$ cat config.mk
export PLATFORM = sky130hd
export DESIGN_NAME = vap_sqrt_cell
export DESIGN_NICKNAME = d
export VERILOG_FILES = /design/src/design/vap_pkg.sv /design/src/design/vap_sqrt_cell.sv
export SDC_FILE = /design/constraint.sdc
export NUM_CORES = 1
export LEC_CHECK = 0
export ABC_AREA = 1
export BUFFER_PORTS_ARGS = -buffer_cell sky130_fd_sc_hd__buf_2
export CAP_MARGIN = 40
export CORE_MARGIN = 3
export CORE_UTILIZATION = 45
export DETAILED_ROUTE_END_ITERATION = 16
export PLACE_DENSITY = 0.78
export SLEW_MARGIN = 10
export SYNTH_ARGS = -nofsm -noshare
export SYNTH_HDL_FRONTEND = slang
export SYNTH_SLANG_ARGS = --single-unit
$ cat constraint.sdc
create_clock -name clk -period 0.8 [get_ports clk]
set_clock_uncertainty 0.05 [all_clocks]
set_input_delay 0.16 -clock clk [delete_from_list [all_inputs] [get_ports clk]]
set_output_delay 0.16 -clock clk [all_outputs]
set_load 0.02 [all_outputs]
$ cat src/design/vap_pkg.sv
// -----------------------------------------------------------------------------
// Venturi airspeed package
// Widths, constants and shared types of the airspeed datapath.
// -----------------------------------------------------------------------------
package vap_pkg;

	localparam int DP_W       = 24;
	localparam int SPD_W      = 18;
	localparam int CFG_IDX_W  = 3;
	localparam int CFG_DATA_W = 17;

	localparam int DEN_W  = 52;   // (inlet^2 - throat^2) * rho
	localparam int COEF_W = 63;   // 1310720000 * throat^2
	localparam int NUM_W  = 87;   // |dp| * coef
	localparam int Q_W    = 34;   // quotient bits
	localparam int ROOT_W = 17;
	localparam int SREM_W = 19;
	localparam int RHO_W  = 20;

	localparam int DIV_CELLS  = Q_W;
	localparam int SQRT_CELLS = ROOT_W;
	localparam int LATENCY    = 2 + DIV_CELLS + SQRT_CELLS + 1;

	localparam int DIVN_W   = 52;  // iterative divider dividend
	localparam int DIVD_W   = 35;  // iterative divider divisor
	localparam int DIV_CNT_W = $clog2(DIVN_W + 1);

	localparam logic [18:0] K_TC_SCALE = 19'd491520;
	localparam logic [16:0] K_TC_OFFS  = 17'd23730;
	localparam logic [16:0] K_TK_OFFS  = 17'd27313;
	localparam logic [29:0] K_LOG2_10  = 30'd891723283;
	localparam logic [29:0] K_LN2      = 30'd744261118;
	localparam logic [30:0] K_ONE      = 31'd1073741824;
	localparam logic [15:0] K_PVS      = 16'd61078;
	localparam logic [6:0]  K_HUNDRED  = 7'd100;
	localparam logic [13:0] K_RH_MAX   = 14'd10000;
	localparam logic [16:0] K_RHO_SCL  = 17'd100000;
	localparam logic [18:0] K_RD       = 19'd287058;
	localparam logic [18:0] K_RV       = 19'd461495;
	localparam logic [30:0] K_SPEED    = 31'd1310720000;
	localparam logic [3:0]  EXP_TERMS  = 4'd8;
	localparam logic [ROOT_W-1:0] SPEED_MAX = 17'd131071;

	typedef enum logic [CFG_IDX_W-1:0] {
		REG_INLET    = 3'd0,
		REG_THROAT   = 3'd1,
		REG_AMBIENT  = 3'd2,
		REG_HUMIDITY = 3'd3,
		REG_TEMP     = 3'd4
	} cfg_reg_t;

	typedef struct packed {
		logic [15:0]        inlet;
		logic [15:0]        throat;
		logic [16:0]        ambient;
		logic [13:0]        humidity;
		logic signed [14:0] temp;
	} cfg_t;

	localparam cfg_t CFG_RESET = '{
		inlet: 16'd2000, throat: 16'd1000, ambient: 17'd101325,
		humidity: 14'd5000, temp: 15'sd2000
	};

	typedef struct packed {
		logic [DEN_W-1:0]  den;
		logic [COEF_W-1:0] coef;
		logic              geo_err;
	} flow_const_t;

	typedef struct packed {
		logic vld;
		logic neg;
		logic zero;
		logic geo;
		logic sat;
	} meta_t;

	typedef struct packed {
		logic              go;
		logic [DIVN_W-1:0] dividend;
		logic [DIVD_W-1:0] divisor;
	} div_req_t;

	typedef struct packed {
		logic              done;
		logic [DIVN_W-1:0] quot;
		logic              rem_nz;
	} div_rsp_t;

	typedef enum logic [4:0] {
		S_IDLE, S_EQ, S_EQ_W, S_YQ, S_U, S_TERM, S_TERM_W, S_PVS, S_PVS_D, S_PVS_W,
		S_PVA, S_PVA_W, S_R1, S_R1_W, S_R2, S_R2_W, S_SQ, S_DEN
	} seq_state_t;

endpackage

$ cat src/design/vap_sqrt_cell.sv
// -----------------------------------------------------------------------------
// Square-root cell
// One digit-by-digit step of the integer square root.
// -----------------------------------------------------------------------------
module vap_sqrt_cell (
	input  logic                        clk,
	input  logic                        arst_n,
	input  vap_pkg::meta_t              meta_in,
	input  logic [vap_pkg::Q_W-1:0]     x_in,
	input  logic [vap_pkg::SREM_W-1:0]  rem_in,
	input  logic [vap_pkg::ROOT_W-1:0]  root_in,
	output vap_pkg::meta_t              meta_out,
	output logic [vap_pkg::Q_W-1:0]     x_out,
	output logic [vap_pkg::SREM_W-1:0]  rem_out,
	output logic [vap_pkg::ROOT_W-1:0]  root_out
);
	import vap_pkg::*;

	logic [SREM_W+1:0] r;
	logic [SREM_W+1:0] trial;
	logic [SREM_W+1:0] r_sub;
	logic              ge;

	assign r     = {rem_in, x_in[Q_W-1:Q_W-2]};
	assign trial = {(SREM_W+2-ROOT_W-2)'(0), root_in, 2'b01};
	assign ge    = r >= trial;
	assign r_sub = r - trial;

	always_ff @(posedge clk or negedge arst_n) begin
		if (!arst_n)
			meta_out <= '0;
		else
			meta_out <= meta_in;
	end

	always_ff @(posedge clk) begin
		x_out    <= {x_in[Q_W-3:0], 2'b00};
		rem_out  <= ge ? r_sub[SREM_W-1:0] : r[SREM_W-1:0];
		root_out <= {root_in[ROOT_W-2:0], ge};
	end

endmodule

==> impl_metrics.ini, run 1 <==
[yosys]
synthAdderAreaFrac_pct = 7.92
synth_area_per_cell_um2 = 7.84
synthFlopType = dfxtp_1
netlist_area_mm2 = 0.00300
syn_inst = 383
yosysWarnings = 0
yosys.area_share.simple_pct = 27.0
async_flop_share_pct = 6.85
synth.top_cell.area_share_pct = 45.4
yosys_register_bits = 73
yosysTopAreaCell = dfxtp_1
yosysUniqueCellTypes = 24
yosysSeqAreaShare_pct = 49.5
synth.area.top_cells = dfxtp_1 45%, nand2_1 17%, ha_1 7.9%
yosysMostFrequentCell = nand2_1
synth_top_family_by_area = simple AND/OR/NAND/NOR gates
synth.area.mux_share_pct = 0
synth-edff-count = 0
synth-compound-area-share_pct = 3.79
synthXorXnorAreaFrac_pct = 2.33
yosys-top-cells-count = 134 x nand2_1, 68 x dfxtp_1, 56 x inv_1, 26 x nand3_1, 19 x ha_1

[clock_tree]
cts-root-buf = clkbuf_8
clock_path_buffers = 2
clkSinkCount = 73
cts_buffers = 9
ctsHtreeMaxLevel = 3

[status]
error_line = [ERROR DPL-0038] Utilization greater than 100%, impossible to legalize
status = aborted with a tool error
lastStage = 5_1_grt

[floorplanning]
die_w_um = 87.7
io-pin-count = 152
die_h_um = 87.7
fp-row-count = 29
start_util_pct = 46.7

[placed_design]
gp_congestion = 0.900
hpwlAfterDp_um = 6970
portBuffers = 149
placed_cell_area_mm2 = 0.00443
post-place-ws_ps = -1010

[timing]
worstEndpointType = register input
grt-worst-endpoint = rem_out[7]$_DFF_P_/D

[global_route]
grt_max_degree = 19
## metrics by stage
step | std cells | utilization, %
3_3_place_gp | 651 | 69.0
3_5_place_dp | 651 | 69.0
4_1_cts | 750 | 96.6
2_1_floorplan | 384 | -
## cell families after synthesis
kind of cell | Yosys count
XOR/XNOR | 8
flip-flops | 73
adder cells (fa/ha/maj) | 19
AO/OA/AOI/OAI | 22
other | 1
buffers and inverters | 67
AND/OR/NAND/NOR | 193
## repair_timing
| action | in CTS |
|---|---|
| pin swaps | 21 |
| hold buffers | 66 |
| hold endpoints to repair | 72 |
| gates resized for setup | 277 |
| setup endpoints to repair | 93 |
| cloned | 1 |
| buffers inserted | 16 |
==> run 2, diff against run 1 <==
--- a/config.mk
+++ b/config.mk
@@ -9,9 +9,9 @@
 export BUFFER_PORTS_ARGS = -buffer_cell sky130_fd_sc_hd__buf_2
 export CAP_MARGIN = 40
 export CORE_MARGIN = 3
-export CORE_UTILIZATION = 45
+export CORE_UTILIZATION = 35
 export DETAILED_ROUTE_END_ITERATION = 16
-export PLACE_DENSITY = 0.78
+export PLACE_DENSITY_LB_ADDON = 0.15
 export SLEW_MARGIN = 10
 export SYNTH_ARGS = -nofsm -noshare
 export SYNTH_HDL_FRONTEND = slang
==> run 2 against run 1 <==
Effect of this change: the flow now finishes, with violations (hold timing, setup timing); area after synthesis unchanged; synthesized cell count unchanged.
==> impl_metrics.ini, run 2 <==
[yosys]
synth-edff-count = 0
yosysMostFrequentCell = nand2_1
yosys_register_bits = 73
yosys-top-cells-count = 134 x nand2_1, 68 x dfxtp_1, 56 x inv_1, 26 x nand3_1, 19 x ha_1
synth.area.top_cells = dfxtp_1 45%, nand2_1 17%, ha_1 7.9%
yosysWarnings = 0
synthFlopType = dfxtp_1
netlist_area_mm2 = 0.00300
async_flop_share_pct = 6.85
synth_area_per_cell_um2 = 7.84
yosysUniqueCellTypes = 24
synth.top_cell.area_share_pct = 45.4
yosysTopAreaCell = dfxtp_1
yosysSeqAreaShare_pct = 49.5
syn_inst = 383

[placed_design]
hpwlAfterDp_um = 6860
post-place-ws_ps = -978
placed_cells = 686
portBuffers = 149
gp_congestion = 0.840

[cells_and_area]
fin_nets = 777
layout_commonest_cell = nand2_1
fin_util_pct = 79.7
diodes = 0
drive_gt1_share_pct = 62.7
regMostFlops = x_out
largest_reg_flops = 32
top_regs = x_out: 32 flops, rem_out: 19 flops, root_out: 17 flops
final.fill_count = 490
layout_common_cells = 93 x nand2_1, 84 x buf_6, 70 x buf_4
final_cells = 791
syn_to_final_growth_pct = 119

[detailed_routing]
vias = 3624
drt_iter0_drc = 138
wl_per_cell_um = 15.6
viasPerCell = 4.58
ant_nets = 0
finalWirelength_um = 12300
drc = 0
dr.pass1.iters = 4

[run]
max_cap_viol_count = 0

[power_and_ir_drop]
power_density_mw_per_mm2 = 1720
internal_power_mw = 7.83
sequentialPowerShare_pct = 37.1
total_power_mw = 11.3
p_comb_share_pct = 34.4
clockPowerShare_pct = 28.5
switchingPower_mw = 3.51
p_leak_nw = 3.32
switching_share_pct = 31.0
vdd_drop_max_mv = 0.901

[global_route]
grt_pass1_wl_um = 18100
grt_max_degree = 14
grt_pass1_vias = 3695
track_usage_pct = 23.5
grt_overflow = 0
antenna_found_initial = 0

[timing]
setup_viol = 93
post-route-period-util_pct = 175
fmax_mhz = 713
holdWs_ps = -1.74
fin_tns_setup_ps = -26250
post-route-min-period_ps = 1400
setup_ws_ps = -602
slew_violations = 0
grt_setup_unrepaired = true
final_hold_viol_count = 1

[setup_path]
crit_family = simple AND/OR/NAND/NOR gates
worst-path-buf-inv = 3
cp-start-kind = input port
slowest_delay_ps = 270
required_ps = 990
critPathCaptureType = flip-flop
arrival_ps = 1590
slowest_stage = ha_4
worstSetupPathType = in -> reg
path_cells = buf_8 > inv_4 > ha_4 > a21oi_4 > nand2_2 > a21oi_4 > nand2_2 > nand2_4 > nand2_8 > buf_12 > nand2_1 > nand2_1
crit_path_max_fanout = 10

[floorplanning]
core_mm2 = 0.00826
die_w_um = 98.6
dieArea_mm2 = 0.00972
die_h_um = 98.6
start_util_pct = 36.3
io-pin-count = 152
fp-row-count = 33

[clock_tree]
cts_tree = built
clk_pin_slew_worst_paths_ps = 80
ctsHtreeMaxLevel = 3
cts-root-buf = clkbuf_8
cts_buffers = 9
clock_path_buffers = 2
clkSinkCount = 73

[status]
failed_checks = hold timing, setup timing
status = finished with violations

[min_path]
hp-class = in -> reg
## run 2: final cells by class
class	count	area (um^2)	area share, %
timing repair buffer	289	2560	38.9
multi-input combinational	244	1780	27.0
sequential	73	1570	23.9
inverter	62	290	4.41
tap	105	131	2.00
clock buffer	10	128	1.94
clock inverter	6	91.3	1.39
timing repair inverter	2	32.5	0.494
## run 2: through the flow
step / hold slack, ps / instance area [um^2]
after floorplan: -186 / 3290
after global placement: -77.4 / 4520
after detailed placement: -76.1 / 4520
after CTS: 0.755 / 6380
after global routing: 11.4 / 6580
final: -1.74 / 6580
## run 2: repair_timing
| action | 4_1_cts | 5_1_grt |
|---|---|---|
| gates cloned | 2 | 0 |
| hold buffers | 65 | 0 |
| setup buffers | 18 | 4 |
| pin swaps | 22 | 12 |
| gates resized for setup | 292 | 52 |
| hold endpoints to repair | 69 | 0 |
| setup endpoints to repair | 93 | 93 |
## run 2: tightest hold or removal path: cells and delay by family
family | cells | cell delay, ps
and+or+nand+nor | 2 | 100
buffers and inverters | 1 | 110
## run 2: worst paths after layout
kind / startpoint / end / cells past startpoint
max in group asynchronous: arst_n / meta_out[1] / 2
max: root_in[10] / rem_out[8] / 12
min in group asynchronous: arst_n / meta_out[4] / 2
min: rem_in[13] / rem_out[15] / 3
## run 2: logic make-up (layout without fill, tap and decap cells)
group | after synthesis | in the layout | share of synthesized area (%)
AO/OA/AOI/OAI | 22 | 22 | 3.79
XOR/XNOR | 8 | 8 | 2.33
adder cells (fa/ha/maj) | 19 | 19 | 7.92
buffers and inverters | 67 | 369 | 9.34
flip-flops | 73 | 73 | 49.5
other | 1 | 2 | 0.125
AND/OR/NAND/NOR | 193 | 193 | 27.0
## run 2: power by group through the flow
stage          Combinational (mW)  Clock, mW  Sequential, mW
2_1_floorplan                1.09          0            4.57
3_3_place_gp                 2.62          0            4.12
3_5_place_dp                 2.64          0            4.13
4_1_cts                      3.62       3.29            4.19
5_1_grt                      4.16       3.43            4.24
6_report                     3.90       3.24            4.20
## run 2: metal layers
layer / up-vias / global-route usage (%) / share of wire, %
met2: 154 / 43.9 / 52
met4: 0 / 5.88 / 2.3
met3: 30 / 5.45 / 6.8
met1: 1676 / 27.0 / 39
met5: - / 0 / 0
li1: 1764 / - / -
Power figures use the tool's default switching activity.
