File: src/design/vap_pkg.sv
// -----------------------------------------------------------------------------
// Venturi airspeed package
// Widths, constants and shared types of the airspeed datapath.
// -----------------------------------------------------------------------------
package vap_pkg;

	localparam int DP_W       = 24;
	localparam int SPD_W      = 18;
	localparam int CFG_IDX_W  = 3;
	localparam int CFG_DATA_W = 17;

	localparam int DEN_W  = 52;   // (inlet^2 - throat^2) * rho
	localparam int COEF_W = 63;   // 1310720000 * throat^2
	localparam int NUM_W  = 87;   // |dp| * coef
	localparam int Q_W    = 34;   // quotient bits
	localparam int ROOT_W = 17;
	localparam int SREM_W = 19;
	localparam int RHO_W  = 20;

	localparam int DIV_CELLS  = Q_W;
	localparam int SQRT_CELLS = ROOT_W;
	localparam int LATENCY    = 2 + DIV_CELLS + SQRT_CELLS + 1;

	localparam int DIVN_W   = 52;  // iterative divider dividend
	localparam int DIVD_W   = 35;  // iterative divider divisor
	localparam int DIV_CNT_W = $clog2(DIVN_W + 1);

	localparam logic [18:0] K_TC_SCALE = 19'd491520;
	localparam logic [16:0] K_TC_OFFS  = 17'd23730;
	localparam logic [16:0] K_TK_OFFS  = 17'd27313;
	localparam logic [29:0] K_LOG2_10  = 30'd891723283;
	localparam logic [29:0] K_LN2      = 30'd744261118;
	localparam logic [30:0] K_ONE      = 31'd1073741824;
	localparam logic [15:0] K_PVS      = 16'd61078;
	localparam logic [6:0]  K_HUNDRED  = 7'd100;
	localparam logic [13:0] K_RH_MAX   = 14'd10000;
	localparam logic [16:0] K_RHO_SCL  = 17'd100000;
	localparam logic [18:0] K_RD       = 19'd287058;
	localparam logic [18:0] K_RV       = 19'd461495;
	localparam logic [30:0] K_SPEED    = 31'd1310720000;
	localparam logic [3:0]  EXP_TERMS  = 4'd8;
	localparam logic [ROOT_W-1:0] SPEED_MAX = 17'd131071;

	typedef enum logic [CFG_IDX_W-1:0] {
		REG_INLET    = 3'd0,
		REG_THROAT   = 3'd1,
		REG_AMBIENT  = 3'd2,
		REG_HUMIDITY = 3'd3,
		REG_TEMP     = 3'd4
	} cfg_reg_t;

	typedef struct packed {
		logic [15:0]        inlet;
		logic [15:0]        throat;
		logic [16:0]        ambient;
		logic [13:0]        humidity;
		logic signed [14:0] temp;
	} cfg_t;

	localparam cfg_t CFG_RESET = '{
		inlet: 16'd2000, throat: 16'd1000, ambient: 17'd101325,
		humidity: 14'd5000, temp: 15'sd2000
	};

	typedef struct packed {
		logic [DEN_W-1:0]  den;
		logic [COEF_W-1:0] coef;
		logic              geo_err;
	} flow_const_t;

	typedef struct packed {
		logic vld;
		logic neg;
		logic zero;
		logic geo;
		logic sat;
	} meta_t;

	typedef struct packed {
		logic              go;
		logic [DIVN_W-1:0] dividend;
		logic [DIVD_W-1:0] divisor;
	} div_req_t;

	typedef struct packed {
		logic              done;
		logic [DIVN_W-1:0] quot;
		logic              rem_nz;
	} div_rsp_t;

	typedef enum logic [4:0] {
		S_IDLE, S_EQ, S_EQ_W, S_YQ, S_U, S_TERM, S_TERM_W, S_PVS, S_PVS_D, S_PVS_W,
		S_PVA, S_PVA_W, S_R1, S_R1_W, S_R2, S_R2_W, S_SQ, S_DEN
	} seq_state_t;

endpackage

File: src/design/vap_div_cell.sv
// -----------------------------------------------------------------------------
// Division cell
// One restoring step of the speed-squared quotient.
// -----------------------------------------------------------------------------
module vap_div_cell (
	input  logic                       clk,
	input  logic                       arst_n,
	input  logic [vap_pkg::DEN_W-1:0]  den,
	input  vap_pkg::meta_t             meta_in,
	input  logic [vap_pkg::DEN_W-1:0]  rem_in,
	input  logic [vap_pkg::Q_W-1:0]    bits_in,
	output vap_pkg::meta_t             meta_out,
	output logic [vap_pkg::DEN_W-1:0]  rem_out,
	output logic [vap_pkg::Q_W-1:0]    bits_out
);
	import vap_pkg::*;

	logic [DEN_W:0] r;
	logic [DEN_W:0] r_sub;
	logic           ge;

	// remainder picks up the next numerator bit, quotient bit enters at the bottom
	assign r     = {rem_in, bits_in[Q_W-1]};
	assign ge    = r >= {1'b0, den};
	assign r_sub = r - {1'b0, den};

	always_ff @(posedge clk or negedge arst_n) begin
		if (!arst_n)
			meta_out <= '0;
		else
			meta_out <= meta_in;
	end

	always_ff @(posedge clk) begin
		rem_out  <= ge ? r_sub[DEN_W-1:0] : r[DEN_W-1:0];
		bits_out <= {bits_in[Q_W-2:0], ge};
	end

endmodule

File: config.mk
export PLATFORM = sky130hd
export DESIGN_NAME = vap_div_cell
export DESIGN_NICKNAME = d
export VERILOG_FILES = /design/src/design/vap_pkg.sv /design/src/design/vap_div_cell.sv
export SDC_FILE = /design/constraint.sdc
export NUM_CORES = 1
export LEC_CHECK = 0
export BUFFER_PORTS_ARGS = -buffer_cell sky130_fd_sc_hd__buf_2
export CAP_MARGIN = 30
export CORE_MARGIN = 10
export CORE_UTILIZATION = 30
export DETAILED_ROUTE_END_ITERATION = 6
export GPL_ROUTABILITY_DRIVEN = 0
export GPL_TIMING_DRIVEN = 0
export PLACE_DENSITY_LB_ADDON = 0.2
export REMOVE_ABC_BUFFERS = 1
export SYNTH_ARGS = -nofsm -noshare
export SYNTH_HDL_FRONTEND = slang
export SYNTH_SLANG_ARGS = --single-unit
export TNS_END_PERCENT = 20
File: constraint.sdc
create_clock -name clk -period 0.8 [get_ports clk]
set_clock_uncertainty 0.1 [all_clocks]
set_input_delay 0.04 -clock clk [delete_from_list [all_inputs] [get_ports clk]]
set_output_delay 0.04 -clock clk [all_outputs]
set_load 0.01 [all_outputs]
# Word level (Yosys, flattened, before mapping)
# Cells that the tools add are included.
[word_totals]
reg_bits = 91
in_bits = 145
out_inout_bits = 91
elab_cells = 10
[classes]
addsub = 1
magnitude_cmp = 1
muxes = 1
[ops]
columns = ["operator", "n"]
rows = [
  ["$ge A53 B52 Y1", 1],
  ["$mux W52", 1],
  ["$sub A52 B52 Y52", 1],
]

# Depth between registers and ports, before layout
[depth]
depth_word = 2
mapped_depth = 13
mapped_depth_nobuf = 12

# Least setup slack after synthesis
# Ideal clock, no wire load.
[synth_timing]
path_type = "input to register"
startpoint = "input port den[12] (netlist name)"
endpoint = "register rem_out[18] (netlist name)"
setup_ns = 0.123
arrival_ns = 2.349
t_required_ns = 0.577
path_slack_ns = -1.772
cell_stages = 11
n_path_buf = 2
cell_sequence = "inv_1 ha_1 clkbuf_1 nand2_1 a2111oi_2 nor3_2 nor3b_2 o21ai_2 a31oi_4 buf_4 mux2_1"
[synth_between]
elab_chain_len = 2
word_cells_on_any_way = 3
cone_classes = "add/sub: 1; order compare: 1; mux: 1"
[synth_rtl]
columns = ["item", "line_no", "text"]
rows = [
  ["from (decl)", "vap_div_cell.sv:8", "input logic [vap_pkg::DEN_W-1:0] den,"],
  ["$sub A52 B52 Y52 or $ge A53 B52 Y1 (tied branches)", "vap_div_cell.sv:25, vap_div_cell.sv:24", ""],
  ["$mux W52 (*)", "vap_div_cell.sv:35", "rem_out <= ge ? r_sub[DEN_W-1:0] : r[DEN_W-1:0];"],
  ["to (signal assigned)", "vap_div_cell.sv:35", ""],
  ["to (decl)", "vap_div_cell.sv:13", "output logic [vap_pkg::DEN_W-1:0] rem_out,"],
]
# Mark *: on every way between the ends. The rest lies on a longest branch, timed or not.

# Final worst setup path
[layout_timing]
startpoint = "input port rem_in[3] (netlist name)"
endpoint = "register rem_out[9] (netlist name)"
[layout_between]
elab_chain_len = 2
word_cells_on_any_way = 3
cone_classes = "add/sub: 1; order compare: 1; mux: 1"
[layout_rtl]
columns = ["item", "line_no", "text"]
rows = [
  ["from (decl)", "vap_div_cell.sv:10", "input logic [vap_pkg::DEN_W-1:0] rem_in,"],
  ["$sub A52 B52 Y52 or $ge A53 B52 Y1 (tied branches)", "vap_div_cell.sv:25, vap_div_cell.sv:24", ""],
  ["$mux W52 (*)", "vap_div_cell.sv:35", ""],
]
# Marks and branches as above.

==> impl_metrics.json <==
{
  "arrival_ns": 2.53,
  "end_kind": "flip-flop",
  "top_layer": "met4",
  "p_leak_nw": 4.82,
  "crit_required_ns": 0.94,
  "synth_top_family_by_area": "compound AO/OA/AOI/OAI gates",
  "max_freq_mhz": 420,
  "synth_compound_area_share_pct": 24.5,
  "numPortBuffers": 235,
  "die_h_um": 159,
  "ios": 236,
  "run_status": "finished with violations",
  "grt_overflow": 0,
  "syn_area_mm2": 0.00583,
  "crit_fanout": 8,
  "setup_slack_ns": -1.58,
  "die_w_um": 159,
  "hold_viol": 21,
  "wl_met1_mm": 11.3,
  "startpoint_type": "input port",
  "worst_pin_slew_ns": 0.575,
  "avgSynthCellArea_um2": 8.10,
  "grt_pass1_wl_mm": 38.4,
  "vias": 6731,
  "drt_iter0_drc": 384,
  "path_clk_slew_ns": 0.07,
  "synth-simple-area-share_pct": 15.0,
  "setup_viol": 144,
  "wl_mm": 25.2,
  "grt_pass1_vias": 7014,
  "wl_met2_mm": 12.1,
  "cts_buffers": 9,
  "synth_edf_count": 0,
  "synth_area_leaders": "dfxtp_1 (30%), ha_1 (11%), a21oi_1 (8.2%)",
  "layout-drive-gt1-share_pct": 50.3,
  "nets": 1289,
  "start_util_pct": 30.8,
  "synth_cell_types": 63,
  "nFillCells": 1669,
  "synth_seq_cells": 91,
  "tritoncts": "done",
  "whs_ns": -0.187,
  "antenna_found_initial": 1,
  "fin_crit_ns": 2.38,
  "synthMuxAreaShare_pct": 2.68,
  "wl_met3_mm": 1.39,
  "synth_top_cell_area_share_pct": 29.6,
  "tns_ns": -90.84,
  "area_growth_syn_to_layout_pct": 83.2,
  "power_density_mw_per_mm2": 1700,
  "clockBufferDepth": 2,
  "fin_crit_sh_pct": 298,
  "htreeDepth": 3,
  "dieArea_mm2": 0.0254,
  "synth_xor_area_share_pct": 6.77,
  "dpl.cell_count": 1182,
  "synth.most_common_cell": "a21oi_1",
  "yosys_warnings": 0,
  "yosysSeqAreaShare_pct": 31.7,
  "synthCells": 719,
  "synth.largest_area_cell": "dfxtp_1",
  "violations": "negative hold slack, negative setup slack",
  "viasPerCell": 4.96,
  "antenna_left": 0,
  "fin_cells": 1357,
  "hpwl_mm": 16.5,
  "rows": 50,
  "core_area_mm2": 0.0189,
  "synthAdderAreaFrac_pct": 11.5,
  "grt_usage_pct": 18.6,
  "drc": 0,
  "hold_class": "input port to flip-flop",
  "grt_max_degree": 18,
  "synthArstFlopShare_pct": 5.49,
  "clock_sinks": 91,
  "slew_violations": 0,
  "synth_flop_cell": "dfxtp_1",
  "ir_drop_v": 0.000988,
  "root_buffer": "clkbuf_16",
  "slew_headroom_pct": 61.3,
  "first_pass_iters": 6,
  "ctsHoldBuffers": 77,
  "maxCapViolations": 0,
  "path_class": "input port to flip-flop",
  "synthTopCellsByCount": "a21oi_1 (96), dfxtp_1 (86), inv_1 (78)",
  "fin_util_pct": 56.5,
  "routedWlPerCell_um": 18.6,
  "rsz0062_at_grt": "true"
}
path summary, 6_finish.rpt:
path                            from               endpoint  slack, ns  depth (start not counted)
max in group asynchronous     arst_n  meta_out[0]$_DFF_PN0_       0.53                          2
max                        rem_in[3]     rem_out[9]$_DFF_P_      -1.58                         12
min                        rem_in[2]     rem_out[3]$_DFF_P_      -0.19                          2
min in group asynchronous     arst_n  meta_out[4]$_DFF_PN0_      -0.06                          2
report_power, final:
group / switching (mW) / internal (mW) / total (mW)
combinational: 3.89 / 4.18 / 8.07
sequential: 0.238 / 5.30 / 5.53
clock: 2.10 / 2.47 / 4.57
total: 6.23 / 11.9 / 18.2
metrics by stage:
| stage | power (mW) | instance area (um^2) | setup slack, ns |
|---|---|---|---|
| 4_1_cts | 17.6 | 10100 | -1.56 |
| 3_3_place_gp | 10.5 | 7160 | -3.92 |
| 3_5_place_dp | 10.6 | 7210 | -2.92 |
| 5_1_grt | 19.2 | 10700 | -1.67 |
| 6_report | 18.2 | 10700 | -1.58 |
| 2_1_floorplan | 8.66 | 5660 | -2.65 |
metal layers:
layer  vias to the layer above  global-route usage [%]
met1                      3213                    23.5
met2                       222                    31.2
li1                       3270                       -
met4                         0                    4.47
met5                         -                       0
met3                        26                    4.31
registers in the layout, summed over array words and instances, names as in the netlist:
register,count
bits_out,34
meta_out,5
rem_out,52
placed cells by master, fill, tap and decap left out, drive strengths merged, types with 3 or more instances in the layout:
cell           n
o21a           6
nand2         40
and3           7
a31oi          9
a21o          20
o311ai         4
a21oi         96
inv           81
nor3          11
xnor2         32
o31ai          6
mux2          13
nand3          8
nand4         20
o211a          3
nand2b         3
nor2          69
o21bai        16
clkbuf        11
dfxtp         86
or2            3
dlygate4sd3   77
a31o           3
xor2          13
o221ai         4
nor4b          3
ha            52
nor2b          3
dfrtp          5
o21ai         34
a211oi         6
buf          315
o211ai         3
nor4           4
critical path: stages:
cell and delay, ns:
buf_2 0.13, ha_4 0.28, buf_4 0.14, a21oi_4 0.07, a2111oi_4 0.45, nor3_4 0.11, nor3b_4 0.32, o21ai_4 0.13
a31oi_4 0.20, buf_12 0.18, buf_12 0.16, mux2_4 0.30
final cells by class:
class | count | area, um^2 | area share [%]
multi-input combinational | 517 | 4630 | 43.4
timing repair buffer | 394 | 3220 | 30.1
sequential | 91 | 1900 | 17.8
tap | 260 | 325 | 3.05
inverter | 78 | 298 | 2.79
clock buffer | 10 | 229 | 2.15
clock inverter | 6 | 72.6 | 0.680
antenna | 1 | 2.50 | 0.0235
what timing repair did:
action,CTS,global route
buffers inserted,65,12
resized for setup,228,146
gates cloned,7,1
setup endpoints to repair,144,144
hold endpoints to repair,95,21
pin swaps,49,32
kinds of logic (layout without fill, tap and decap cells):
family                   Yosys count  after routing
AO/OA/AOI/OAI                    223            224
AND/OR/NAND/NOR                  181            181
buffers and inverters            112            488
flip-flops                        91             91
adder cells (fa/ha/maj)           53             53
XOR/XNOR                          45             45
multiplexers                      14             14
other                              0              1
Note: power is estimated with default switching activity, not from simulation.
